--- src/mpe_pkg.sv ---
package mpe_pkg;

  localparam int unsigned NumCh = 15;
  localparam logic [3:0] NoCh = 4'd0;

  typedef enum logic [1:0] {
    OpNoteOn  = 2'd0,
    OpNoteOff = 2'd1,
    OpExpr    = 2'd2,
    OpAllOff  = 2'd3
  } op_e;

  typedef enum logic [2:0] {
    MkNoteOn  = 3'd0,
    MkNoteOff = 3'd1,
    MkBend    = 3'd2,
    MkCc      = 3'd3,
    MkChPress = 3'd4,
    MkPoly    = 3'd5,
    MkAllOff  = 3'd6
  } kind_e;

  typedef enum logic [2:0] {
    RegMpe    = 3'd0,
    RegZone   = 3'd1,
    RegLowest = 3'd2,
    RegHigh   = 3'd3,
    RegBase   = 3'd4
  } reg_e;

  typedef struct packed {
    logic [1:0]         opcode;
    logic [6:0]         note_code;
    logic [6:0]         velocity;
    logic [3:0]         input_channel;
    logic signed [15:0] start_x;
    logic signed [15:0] start_y;
    logic signed [15:0] start_z;
    logic [1:0]         expr_dimension;
    logic signed [31:0] expr_value;
    logic [3:0]         member_channel;
  } in_t;

  typedef struct packed {
    logic [2:0] msg_kind;
    logic [3:0] out_channel;
    logic [6:0] data_one;
    logic [6:0] data_two;
    logic       last;
  } out_t;

  // controller to datapath
  typedef struct packed {
    logic start;
    logic pop;
  } cmd_t;

  // datapath to controller
  typedef struct packed {
    logic busy;
    logic has_msg;
  } sts_t;

endpackage

--- src/mpe_ctrl.sv ---
module mpe_ctrl import mpe_pkg::*; (
  input  logic clk_i,
  input  logic rst_ni,
  input  logic in_valid_i,
  output logic in_ready_o,
  output logic out_valid_o,
  input  logic out_ready_i,
  input  sts_t sts_i,
  output cmd_t cmd_o
);

  typedef enum logic [2:0] {
    StIdle = 3'b001,
    StWork = 3'b010,
    StOut  = 3'b100
  } state_e;

  state_e state_q, state_d;

  assign in_ready_o  = (state_q == StIdle);
  assign out_valid_o = (state_q == StOut);
  assign cmd_o.start = in_valid_i && (state_q == StIdle);
  assign cmd_o.pop   = out_ready_i && (state_q == StOut);

  always_comb begin
    state_d = state_q;
    case (state_q)
      StIdle: if (in_valid_i) state_d = StWork;
      StWork: begin
        if (sts_i.has_msg) state_d = StOut;
        else if (!sts_i.busy) state_d = StIdle;
      end
      StOut: if (out_ready_i) state_d = StWork;
      default: state_d = StIdle;
    endcase
  end

  always_ff @(posedge clk_i or negedge rst_ni) begin
    if (!rst_ni) state_q <= StIdle;
    else state_q <= state_d;
  end

endmodule

--- src/mpe_dp.sv ---
module mpe_dp import mpe_pkg::*; #(
  parameter int unsigned MaxNotes = 16
) (
  input  logic       clk_i,
  input  logic       rst_ni,
  input  logic       cfg_we_i,
  input  logic [2:0] cfg_idx_i,
  input  logic [3:0] cfg_data_i,
  input  in_t        in_i,
  input  cmd_t       cmd_i,
  output sts_t       sts_o,
  output out_t       out_o
);

  localparam int unsigned IW = (MaxNotes > 1) ? $clog2(MaxNotes) : 1;
  localparam int unsigned CW = $clog2(MaxNotes + 1);

  typedef enum logic [12:0] {
    PIdle   = 13'h0001,
    PFind   = 13'h0002,
    PCount  = 13'h0004,
    PChoose = 13'h0008,
    PAvgLd  = 13'h0010,
    PDiv    = 13'h0020,
    PEmit   = 13'h0040,
    POffAvg = 13'h0080,
    PExSum  = 13'h0100,
    PExDiv  = 13'h0200,
    PExSend = 13'h0400,
    PAllOff = 13'h0800,
    PDone   = 13'h1000
  } ph_e;

  // config
  logic mpe_q, zone_q;
  logic [3:0] lowm_q, highm_q, base_q;
  always_ff @(posedge clk_i or negedge rst_ni) begin
    if (!rst_ni) begin
      mpe_q <= 1'b0; zone_q <= 1'b0; lowm_q <= 4'd1; highm_q <= 4'd14; base_q <= 4'd0;
    end else if (cfg_we_i) begin
      case (cfg_idx_i)
        RegMpe:    mpe_q <= cfg_data_i[0];
        RegZone:   zone_q <= cfg_data_i[0];
        RegLowest: lowm_q <= cfg_data_i;
        RegHigh:   highm_q <= cfg_data_i;
        RegBase:   base_q <= cfg_data_i;
        default: ;
      endcase
    end
  end

  function automatic logic [3:0] clampm(logic [3:0] v);
    if (v == 4'd0) return 4'd1;
    if (v == 4'd15) return 4'd14;
    return v;
  endfunction

  logic [3:0] lm, hm, lo_c, hi_c;
  assign lm = clampm(lowm_q);
  assign hm = clampm(highm_q);
  assign lo_c = zone_q ? lm : 4'd1;
  assign hi_c = zone_q ? 4'd14 : hm;

  // note table, mc of 0 = unassigned (channel 0 is never a member)
  logic [MaxNotes-1:0] nv_q;
  logic [6:0]  nn_q [MaxNotes];
  logic [3:0]  ni_q [MaxNotes];
  logic [3:0]  nm_q [MaxNotes];
  logic signed [15:0] nx_q [MaxNotes][3];

  logic [7:0]  lc_q [NumCh];
  logic [15:0] oo_q [NumCh];
  logic [13:0] lx_q [NumCh];
  logic [6:0]  ly_q [NumCh];
  logic [7:0]  lz_q [NumCh];
  logic [15:0] oc_q;

  ph_e ph_q;
  in_t it_q;
  logic [IW:0] i_q;
  logic [IW-1:0] idx_q;
  logic found_q, free_q;
  logic [IW-1:0] fidx_q, freeidx_q;
  logic [3:0] c_q, ch_q, share_q;
  logic [7:0] shcode_q;
  logic [24:0] best_q;
  logic [CW-1:0] cnt_q [NumCh];
  logic [CW-1:0] n_q;
  logic signed [21:0] sum_q [3];
  logic [1:0] m_q;
  logic signed [21:0] rem_q;
  logic [21:0] quo_q;
  logic [4:0] bit_q;
  logic neg_q;
  logic signed [15:0] av_q [3];
  logic [2:0] ecnt_q;
  logic [2:0] emit_n_q;
  logic msg_q;
  out_t out_q;

  assign sts_o.busy = (ph_q != PIdle);
  assign sts_o.has_msg = msg_q;
  assign out_o = out_q;

  logic [IW-1:0] ii;
  assign ii = i_q[IW-1:0];
  logic scan_end;
  assign scan_end = (i_q == (IW+1)'(MaxNotes - 1));

  function automatic logic signed [15:0] asr16(logic signed [15:0] v, logic [1:0] d);
    case (d)
      2'd0: return v >>> 2;
      2'd1: return v >>> 9;
      default: return v >>> 8;
    endcase
  endfunction

  // message for ecnt: averaged send order x, y, z
  function automatic out_t mk_val(logic [1:0] d, logic [3:0] ch, logic signed [15:0] v);
    out_t o;
    logic signed [15:0] r, u;
    r = asr16(v, d);
    o.out_channel = ch;
    o.last = 1'b0;
    case (d)
      2'd0: begin
        u = r + 16'sd8192;
        o.msg_kind = MkBend; o.data_one = u[6:0]; o.data_two = u[13:7];
      end
      2'd1: begin
        u = r + 16'sd64;
        o.msg_kind = MkCc; o.data_one = 7'd74; o.data_two = u[6:0];
      end
      default: begin
        o.msg_kind = MkChPress; o.data_one = r[6:0]; o.data_two = 7'd0;
      end
    endcase
    return o;
  endfunction

  function automatic logic signed [15:0] red(logic [1:0] d, logic signed [15:0] v);
    return asr16(v, d);
  endfunction

  logic signed [15:0] red_x, red_y, red_z;
  assign red_x = red(2'd0, av_q[0]);
  assign red_y = red(2'd1, av_q[1]);
  assign red_z = red(2'd2, av_q[2]);

  logic [3:0] cc;
  assign cc = c_q;
  logic [15:0] tdiff;
  assign tdiff = oc_q - oo_q[cc];
  logic [24:0] gval;
  assign gval = {9'd256 - 9'(cnt_q[cc]), tdiff};

  // restoring divider step on magnitudes
  logic [21:0] absd;
  logic [22:0] trial;
  assign absd = sum_q[m_q][21] ? 22'(-sum_q[m_q]) : 22'(sum_q[m_q]);
  assign trial = {rem_q[21:0], quo_q[21]} - 23'(n_q);

  always_ff @(posedge clk_i or negedge rst_ni) begin
    if (!rst_ni) begin
      ph_q <= PIdle; nv_q <= '0; msg_q <= 1'b0; oc_q <= 16'd1;
      for (int k = 0; k < NumCh; k++) begin
        lc_q[k] <= 8'd255; oo_q[k] <= '0; lx_q[k] <= '0; ly_q[k] <= '0; lz_q[k] <= '0;
      end
    end else begin
      if (cmd_i.pop) msg_q <= 1'b0;
      case (ph_q)
        PIdle: if (cmd_i.start) begin
          it_q <= in_i; i_q <= '0; found_q <= 1'b0; free_q <= 1'b0;
          ph_q <= (in_i.opcode == OpAllOff) ? PAllOff : PFind;
          c_q <= zone_q ? lm : 4'd0;
        end
        PFind: begin
          if (nv_q[ii] && nn_q[ii] == it_q.note_code && !found_q) begin
            found_q <= 1'b1; fidx_q <= ii;
          end
          if (!nv_q[ii] && !free_q) begin free_q <= 1'b1; freeidx_q <= ii; end
          i_q <= i_q + 1'b1;
          if (scan_end) begin
            logic fnd;
            logic [IW-1:0] fi;
            fnd = found_q || (nv_q[ii] && nn_q[ii] == it_q.note_code);
            fi = found_q ? fidx_q : ii;
            i_q <= '0;
            case (it_q.opcode)
              OpNoteOn: begin
                if (!fnd && !free_q && nv_q[ii]) ph_q <= PDone;
                else begin
                  idx_q <= fnd ? fi : (free_q ? freeidx_q : ii);
                  nv_q[fnd ? fi : (free_q ? freeidx_q : ii)] <= 1'b1;
                  nn_q[fnd ? fi : (free_q ? freeidx_q : ii)] <= it_q.note_code;
                  ni_q[fnd ? fi : (free_q ? freeidx_q : ii)] <= it_q.input_channel;
                  nm_q[fnd ? fi : (free_q ? freeidx_q : ii)] <= NoCh;
                  nx_q[fnd ? fi : (free_q ? freeidx_q : ii)][0] <= it_q.start_x;
                  nx_q[fnd ? fi : (free_q ? freeidx_q : ii)][1] <= it_q.start_y;
                  nx_q[fnd ? fi : (free_q ? freeidx_q : ii)][2] <= it_q.start_z;
                  if (!mpe_q) begin
                    out_q <= '{MkNoteOn, base_q, it_q.note_code, it_q.velocity, 1'b1};
                    msg_q <= 1'b1; ph_q <= PDone;
                  end else begin
                    for (int k = 0; k < NumCh; k++) cnt_q[k] <= '0;
                    share_q <= NoCh; shcode_q <= '0; ph_q <= PCount;
                  end
                end
              end
              OpNoteOff: begin
                if (fnd) nv_q[fi] <= 1'b0;
                if (!mpe_q) begin
                  out_q <= '{MkNoteOff, base_q, it_q.note_code, it_q.velocity, 1'b1};
                  msg_q <= 1'b1; ph_q <= PDone;
                end else if (it_q.member_channel == 4'd15) ph_q <= PDone;
                else begin
                  lc_q[it_q.member_channel] <= {1'b0, it_q.note_code};
                  oo_q[it_q.member_channel] <= oc_q;
                  oc_q <= oc_q + 16'd1;
                  ch_q <= it_q.member_channel;
                  n_q <= '0; sum_q[0] <= '0; sum_q[1] <= '0; sum_q[2] <= '0;
                  ph_q <= POffAvg;
                end
              end
              default: begin
                if (it_q.expr_dimension == 2'd3) ph_q <= PDone;
                else begin
                  if (fnd) nx_q[fi][it_q.expr_dimension] <= it_q.expr_value[31:16];
                  if (!mpe_q) begin
                    if (it_q.expr_dimension == 2'd2) begin
                      out_q <= '{MkPoly, base_q, it_q.expr_value[30:24], it_q.note_code, 1'b1};
                      msg_q <= 1'b1;
                    end
                    ph_q <= PDone;
                  end else if (!fnd || nm_q[fi] == NoCh || nm_q[fi] == 4'd15) ph_q <= PDone;
                  else begin
                    ch_q <= nm_q[fi]; m_q <= it_q.expr_dimension;
                    n_q <= '0; sum_q[it_q.expr_dimension] <= '0; ph_q <= PExSum;
                  end
                end
              end
            endcase
          end
        end
        PCount: begin
          if (nv_q[ii] && nm_q[ii] != NoCh && nm_q[ii] != 4'd15) begin
            cnt_q[nm_q[ii]] <= cnt_q[nm_q[ii]] + 1'b1;
            if (ni_q[ii] == it_q.input_channel && {1'b0, nn_q[ii]} >= shcode_q
                && (share_q == NoCh || {1'b0, nn_q[ii]} > shcode_q)) begin
              share_q <= nm_q[ii]; shcode_q <= {1'b0, nn_q[ii]};
            end
          end
          i_q <= i_q + 1'b1;
          if (scan_end) begin c_q <= lo_c; ch_q <= lo_c; best_q <= '0; ph_q <= PChoose; end
        end
        PChoose: begin
          if (c_q > hi_c) begin
            if (cnt_q[ch_q] != '0 && share_q != NoCh) ch_q <= share_q;
            ph_q <= PAvgLd;
          end else if (lc_q[cc] == {1'b0, it_q.note_code}) begin
            ch_q <= cc; c_q <= 4'd15;
          end else begin
            if (gval > best_q) begin best_q <= gval; ch_q <= cc; end
            c_q <= c_q + 4'd1;
          end
        end
        PAvgLd: begin
          nm_q[idx_q] <= ch_q;
          av_q[0] <= nx_q[idx_q][0]; av_q[1] <= nx_q[idx_q][1]; av_q[2] <= nx_q[idx_q][2];
          if (cnt_q[ch_q] != '0) begin
            n_q <= '0; sum_q[0] <= '0; sum_q[1] <= '0; sum_q[2] <= '0; i_q <= '0;
            ph_q <= POffAvg;
          end else begin ecnt_q <= '0; emit_n_q <= 3'd4; ph_q <= PEmit; end
        end
        POffAvg: begin
          // sum values of notes on ch_q, unassigned notes never count
          if (nv_q[ii] && nm_q[ii] == ch_q && nm_q[ii] != NoCh) begin
            n_q <= n_q + 1'b1;
            for (int k = 0; k < 3; k++) sum_q[k] <= sum_q[k] + 22'(nx_q[ii][k]);
          end
          i_q <= i_q + 1'b1;
          if (scan_end) begin
            logic hit;
            hit = nv_q[ii] && nm_q[ii] == ch_q && nm_q[ii] != NoCh;
            i_q <= '0;
            // note-off word goes out once it is known whether averages follow
            if (it_q.opcode == OpNoteOff) begin
              out_q <= '{MkNoteOff, ch_q, it_q.note_code, it_q.velocity,
                         n_q == '0 && !hit};
              msg_q <= 1'b1;
            end
            if (n_q == '0 && !hit) ph_q <= PDone;
            else begin
              m_q <= 2'd0; bit_q <= 5'd0; ph_q <= PDiv;
              quo_q <= '0; rem_q <= '0;
            end
          end
        end
        PDiv: begin
          // 22 bit restoring divide per dimension
          if (bit_q == 5'd0) begin
            quo_q <= absd; rem_q <= '0; neg_q <= sum_q[m_q][21]; bit_q <= 5'd1;
          end else begin
            if (!trial[22]) begin
              rem_q <= trial[21:0]; quo_q <= {quo_q[20:0], 1'b1};
            end else begin
              rem_q <= {rem_q[20:0], quo_q[21]}; quo_q <= {quo_q[20:0], 1'b0};
            end
            bit_q <= bit_q + 5'd1;
            if (bit_q == 5'd22) begin
              logic [21:0] q;
              q = !trial[22] ? {quo_q[20:0], 1'b1} : {quo_q[20:0], 1'b0};
              av_q[m_q] <= neg_q ? -q[15:0] : q[15:0];
              bit_q <= 5'd0;
              if (m_q == 2'd2) begin
                ecnt_q <= '0;
                emit_n_q <= (it_q.opcode == OpNoteOn) ? 3'd4 : 3'd3;
                ph_q <= PEmit;
              end else m_q <= m_q + 2'd1;
            end
          end
        end
        PEmit: if (!msg_q || cmd_i.pop) begin
          if (ecnt_q < 3'd3) begin
            out_q <= mk_val(ecnt_q[1:0], ch_q, av_q[ecnt_q[1:0]]);
            out_q.last <= (ecnt_q == emit_n_q - 3'd1);
            case (ecnt_q[1:0])
              2'd0: lx_q[ch_q] <= red_x[13:0];
              2'd1: ly_q[ch_q] <= red_y[6:0];
              default: lz_q[ch_q] <= red_z[7:0];
            endcase
          end else begin
            out_q <= '{MkNoteOn, ch_q, it_q.note_code, it_q.velocity, 1'b1};
          end
          msg_q <= 1'b1;
          ecnt_q <= ecnt_q + 3'd1;
          if (ecnt_q == emit_n_q - 3'd1) ph_q <= PDone;
        end
        PExSum: begin
          if (nv_q[ii] && nm_q[ii] == ch_q) begin
            n_q <= n_q + 1'b1;
            sum_q[m_q] <= sum_q[m_q] + 22'(nx_q[ii][m_q]);
          end
          i_q <= i_q + 1'b1;
          if (scan_end) begin
            logic hit;
            hit = nv_q[ii] && nm_q[ii] == ch_q;
            i_q <= '0;
            if (n_q + CW'(hit) > CW'(1)) begin
              n_q <= n_q + CW'(hit);
              if (hit) sum_q[m_q] <= sum_q[m_q] + 22'(nx_q[ii][m_q]);
              bit_q <= '0; ph_q <= PExDiv;
            end else begin
              av_q[m_q] <= it_q.expr_value[31:16]; ph_q <= PExSend;
            end
          end
        end
        PExDiv: begin
          if (bit_q == 5'd0) begin
            quo_q <= absd; rem_q <= '0; neg_q <= sum_q[m_q][21]; bit_q <= 5'd1;
          end else begin
            if (!trial[22]) begin
              rem_q <= trial[21:0]; quo_q <= {quo_q[20:0], 1'b1};
            end else begin
              rem_q <= {rem_q[20:0], quo_q[21]}; quo_q <= {quo_q[20:0], 1'b0};
            end
            bit_q <= bit_q + 5'd1;
            if (bit_q == 5'd22) begin
              logic [21:0] q;
              logic signed [15:0] a, r;
              logic same;
              q = !trial[22] ? {quo_q[20:0], 1'b1} : {quo_q[20:0], 1'b0};
              a = neg_q ? -q[15:0] : q[15:0];
              r = red(m_q, a);
              case (m_q)
                2'd0: same = (r[13:0] == lx_q[ch_q]);
                2'd1: same = (r[6:0] == ly_q[ch_q]);
                default: same = (r[7:0] == lz_q[ch_q]);
              endcase
              av_q[m_q] <= a;
              ph_q <= same ? PDone : PExSend;
            end
          end
        end
        PExSend: if (!msg_q) begin
          out_q <= mk_val(m_q, ch_q, av_q[m_q]);
          out_q.last <= 1'b1;
          case (m_q)
            2'd0: lx_q[ch_q] <= red_x[13:0];
            2'd1: ly_q[ch_q] <= red_y[6:0];
            default: lz_q[ch_q] <= red_z[7:0];
          endcase
          msg_q <= 1'b1; ph_q <= PDone;
        end
        PAllOff: if (!msg_q || cmd_i.pop) begin
          nv_q <= '0;
          if (!mpe_q) begin
            out_q <= '{MkAllOff, base_q, 7'd0, 7'd0, 1'b1};
            msg_q <= 1'b1; ph_q <= PDone;
          end else begin
            out_q <= '{MkAllOff, c_q, 7'd0, 7'd0, c_q == (zone_q ? 4'd15 : hm)};
            msg_q <= 1'b1;
            if (c_q == (zone_q ? 4'd15 : hm)) ph_q <= PDone;
            else c_q <= c_q + 4'd1;
          end
        end
        PDone: if (!msg_q || cmd_i.pop) ph_q <= PIdle;
        default: ph_q <= PIdle;
      endcase
    end
  end

endmodule

--- src/mpe_member_channel_allocator.sv ---
// per-event processing time is set by the note table scans, the channel choice and the
// 22-step divider for averages, and by the output handshake of each message word
// one event at a time: the next event is accepted only after its last word has been taken
// reset: asynchronous active low, note table invalid, channel history cleared
module mpe_member_channel_allocator import mpe_pkg::*; #(
  parameter int unsigned MAX_NOTES = 16
) (
  input  logic       clk_i,
  input  logic       rst_ni,
  input  logic       cfg_we_i,
  input  logic [2:0] cfg_idx_i,
  input  logic [3:0] cfg_data_i,
  input  logic       in_valid_i,
  output logic       in_ready_o,
  input  in_t        in_data_i,
  output logic       out_valid_o,
  input  logic       out_ready_i,
  output out_t       out_data_o
);

  cmd_t cmd;
  sts_t sts;

  mpe_ctrl u_ctrl (
    .clk_i, .rst_ni, .in_valid_i, .in_ready_o, .out_valid_o, .out_ready_i,
    .sts_i(sts), .cmd_o(cmd)
  );

  mpe_dp #(.MaxNotes(MAX_NOTES)) u_dp (
    .clk_i, .rst_ni, .cfg_we_i, .cfg_idx_i, .cfg_data_i,
    .in_i(in_data_i), .cmd_i(cmd), .sts_o(sts), .out_o(out_data_o)
  );

endmodule

--- config.mk ---
export PLATFORM = sky130hd
export DESIGN_NAME = mpe_member_channel_allocator
export DESIGN_NICKNAME = d
export VERILOG_FILES = /design/src/mpe_pkg.sv /design/src/mpe_ctrl.sv /design/src/mpe_dp.sv /design/src/mpe_member_channel_allocator.sv
export SDC_FILE = /design/constraint.sdc
export NUM_CORES = 2
export LEC_CHECK = 0
export BUFFER_PORTS_ARGS = -buffer_cell sky130_fd_sc_hd__buf_2
export CORE_MARGIN = 8
export CORE_UTILIZATION = 55
export DETAILED_ROUTE_END_ITERATION = 8
export GPL_ROUTABILITY_DRIVEN = 0
export GPL_TIMING_DRIVEN = 0
export PLACE_DENSITY = 0.69
export REMOVE_ABC_BUFFERS = 1
export SLEW_MARGIN = 20
export SYNTH_ARGS = -nofsm -noshare
export SYNTH_HDL_FRONTEND = slang
export SYNTH_SLANG_ARGS = --single-unit
--- constraint.sdc ---
create_clock -name clk_i -period 10 [get_ports clk_i]
set_input_delay 1.5 -clock clk_i [delete_from_list [all_inputs] [get_ports clk_i]]
set_output_delay 1.5 -clock clk_i [all_outputs]
set_load 0.005 [all_outputs]
==> run metrics <==
Final Power 26400 uW; I/O Buffers 125; Final Util 0.625; largest area contributor in the netlist edfxtp_1; worst setup path class flip-flop to flip-flop; All-Layer GR Usage 0.286; wire length per cell 30.3 microns; Num CTS Buffers 236; Root Driver clkbuf_16; Post-synth top flop edfxtp_1; placed instance area 122000 sq um; post-route antenna net violation count 0; crit share post-route 0.758; largest net degree at the start of global routing 148; depth of the CTS H-tree 4; register area share after synthesis 0.578; Yosys top cell area share 0.385; Leakage Power 0.0493 uW; layout cells sized above 1 0.336; Post-CTS Setup Bufs 0; dpl hpwl 221 mm; fraction of registers with async set/reset 0.366; Synth top cells by count edfxtp_1 (1469), mux4_2 (836), mux2_2 (804); vias post-DR 71300; synthesized cell area 115000 sq um; later-pin clock latency in the skew report 0.94 ns; die width 472 microns; Detailed Route WL 323 mm; worst r2r src u_dp.c_q[0]$_DFFE_PP_; Power Dens Cells 204 nW/um^2; CP Data Arrival Time 8.35 ns; Cells after DPL 10200; Netlist cell types 95; worst slew pin tran 1.22 ns; initial DRC count 8828; vias in the first global route 71700; final std cells w/o fill 10700; grt total ovfl 0; DIE AREA 223000 sq um; 1st-pass router iterations 7; Worst path slowest cell edfxtp_1; drt drc 0; fill count 14800; clk slew on worst S/H paths 0.06 ns; count leader, synth edfxtp_1; cts repair resizes 0; Syn Inst Count 7556; area delta synth->final 13.0%; Final min period 7.58 ns; status finished, final reports clean; worst path required time 10.77 ns; FP Rows 167; Syn Area/Cell 15.2 sq um; Setup Skew 0.0644 ns; initial antenna violation count 16; final setup fails 0; core area 207000 sq um; Max-slew headroom 0.184; maxcap violations 0; Final Instance Area 129000 sq um; delay of the slowest critical-path stage 0.58 ns; io pins 142; R2R depth 30; RSZ-0062 raised after global routing false; hold buffer count at cts 0; Hold Path Class flip-flop to flip-flop; clk sinks 2347; final max-slew violation count 0; Seq cells post-synth 2347; flop2flop setup slack 2.42 ns; Die Height 472 microns; number of synthesized flops with an enable pin 1469; vias per cell 6.69; Worst setup EP type flip-flop; initial core utilization 0.553; synth top area cells edfxtp_1 (39%), mux4_2 (16%), dfrtp_1 (16%); HP Start u_dp.lc_q[39]$_DFFE_PN1P_; Hold Path Depth 1; Setup TNS 0 ns; # nets final 7939; clk buf depth 3; Worst Path Max Fanout 15; CTS tree done; Worst Hold Path EP u_dp.lc_q[39]$_DFFE_PN1P_; crit start category flip-flop; Final Hold Viols 0; FMAX 132 MHz; Yosys warning total 0; Peak supply drop 0.249 mV; first-pass GRT wire length 478 mm
layout make-up:
| cell class | count | area (sq um) | share of cell area |
|---|---|---|---|
| Clock buffer | 341 | 6630 | 0.0512 |
| Tap cell | 2788 | 3490 | 0.0270 |
| Timing Repair Buffer | 344 | 4560 | 0.0352 |
| Clock inverter | 102 | 1180 | 0.00909 |
| Multi-Input combinational cell | 4569 | 46800 | 0.362 |
| Sequential cell | 2347 | 66200 | 0.511 |
| Antenna cell | 9 | 22.5 | 0.000174 |
| Inverter | 153 | 574 | 0.00444 |
flip-flops by register name (all words and copies together), names as in the netlist, 7 cells and up, named ones only:
| signal | cells |
|---|---|
| u_dp.cnt_q | 80 |
| u_dp.sum_q | 88 |
| u_dp.rem_q | 22 |
| u_dp.quo_q | 22 |
| u_dp.ni_q | 64 |
| u_dp.best_q | 25 |
| u_dp.oc_q | 16 |
| u_dp.oo_q | 240 |
| u_dp.it_q | 90 |
| u_dp.ly_q | 105 |
| u_dp.nx_q | 768 |
| u_dp.lz_q | 120 |
| u_dp.out_o | 22 |
| u_dp.nv_q | 16 |
| u_dp.av_q | 56 |
| u_dp.lc_q | 120 |
| u_dp.lx_q | 210 |
| u_dp.shcode_q | 7 |
| u_dp.ph_q | 13 |
| u_dp.nn_q | 112 |
| u_dp.nm_q | 64 |
cells in the final DEF, fill, tap and decap left out, types with 31 or more instances in the layout:
cell type  instances
buf_2            130
and2_1            47
buf_16            67
mux2_2           804
o22ai_1           66
mux2i_1          113
nor2_4            71
edfxtp_1        1469
nand2_1          531
dfrtp_1          731
a211oi_1          51
inv_1            147
a21o_1            56
clkinv_2          37
dfstp_2          127
nand3_1           87
nand2b_1          53
a21oi_1          160
or4_1             32
nor2b_1           54
ha_1             163
nor3_1            86
xor2_1            79
buf_12            31
buf_8             64
clkbuf_16        241
mux4_2           836
o21ai_0          229
a31oi_1           45
nor2_1           373
clkbuf_1          78
xnor2_1          112
worst max-delay path by stage:
stage,from,to,depth (start not counted)
finish,u_dp.c_q[0]$_DFFE_PP_,flip-flop,30
floorplan,flip-flop,u_dp.sum_q[2][0]$_DFFE_PP_,9
detailed placement,u_dp.c_q[0]$_DFFE_PP_,flip-flop,30
CTS,u_dp.c_q[0]$_DFFE_PP_,flip-flop,30
global placement,rst_ni,u_dp.sum_q[2][9]$_DFFE_PP_,5
global route,u_dp.c_q[0]$_DFFE_PP_,flip-flop,30
critical path, delay by kind of cell, from the launching register on:
family	cells	cell delay, ns
AND/OR/NAND/NOR	7	1.18
multiplexers	2	0.69
adder cells (fa/ha/maj)	3	0.94
XOR/XNOR	1	0.20
flip-flops	1	0.58
buffers and inverters	4	0.67
AO/OA/AOI/OAI	13	3.18
layer usage:
| layer | GRT usage | vias to the layer above | part of all wire |
|---|---|---|---|
| met5 | 0 | - | 0.00025 |
| met4 | 0.148 | 12 | 0.061 |
| met3 | 0.0671 | 852 | 0.10 |
| met2 | 0.435 | 3864 | 0.46 |
| met1 | 0.387 | 36900 | 0.38 |
| li1 | - | 29700 | - |
cell families after synthesis:
kind of cell | Yosys count | synth area share
AND/OR/NAND/NOR | 1551 | 0.0624
XOR/XNOR | 194 | 0.0148
multiplexers | 1767 | 0.255
adder cells (fa/ha/maj) | 170 | 0.0190
other | 1 | 0.0000327
flip-flops | 2347 | 0.578
AO/OA/AOI/OAI | 877 | 0.0497
buffers and inverters | 649 | 0.0219
stage by stage:
step / hold WS, ns / worst slack (ns)
6_report: 0.482 / 2.42
3_3_place_gp: 0.468 / -21.44
3_5_place_dp: 0.473 / 2.51
2_1_floorplan: 0.445 / -5.44
4_1_cts: 0.441 / 2.50
5_1_grt: 0.463 / 1.97
where the power goes:
group / switching, uW / internal (uW)
sequential: 334 / 10500
combinational: 3730 / 2910
clock: 3890 / 4990
total: 7960 / 18400
Note: power is estimated with default switching activity, not from simulation.
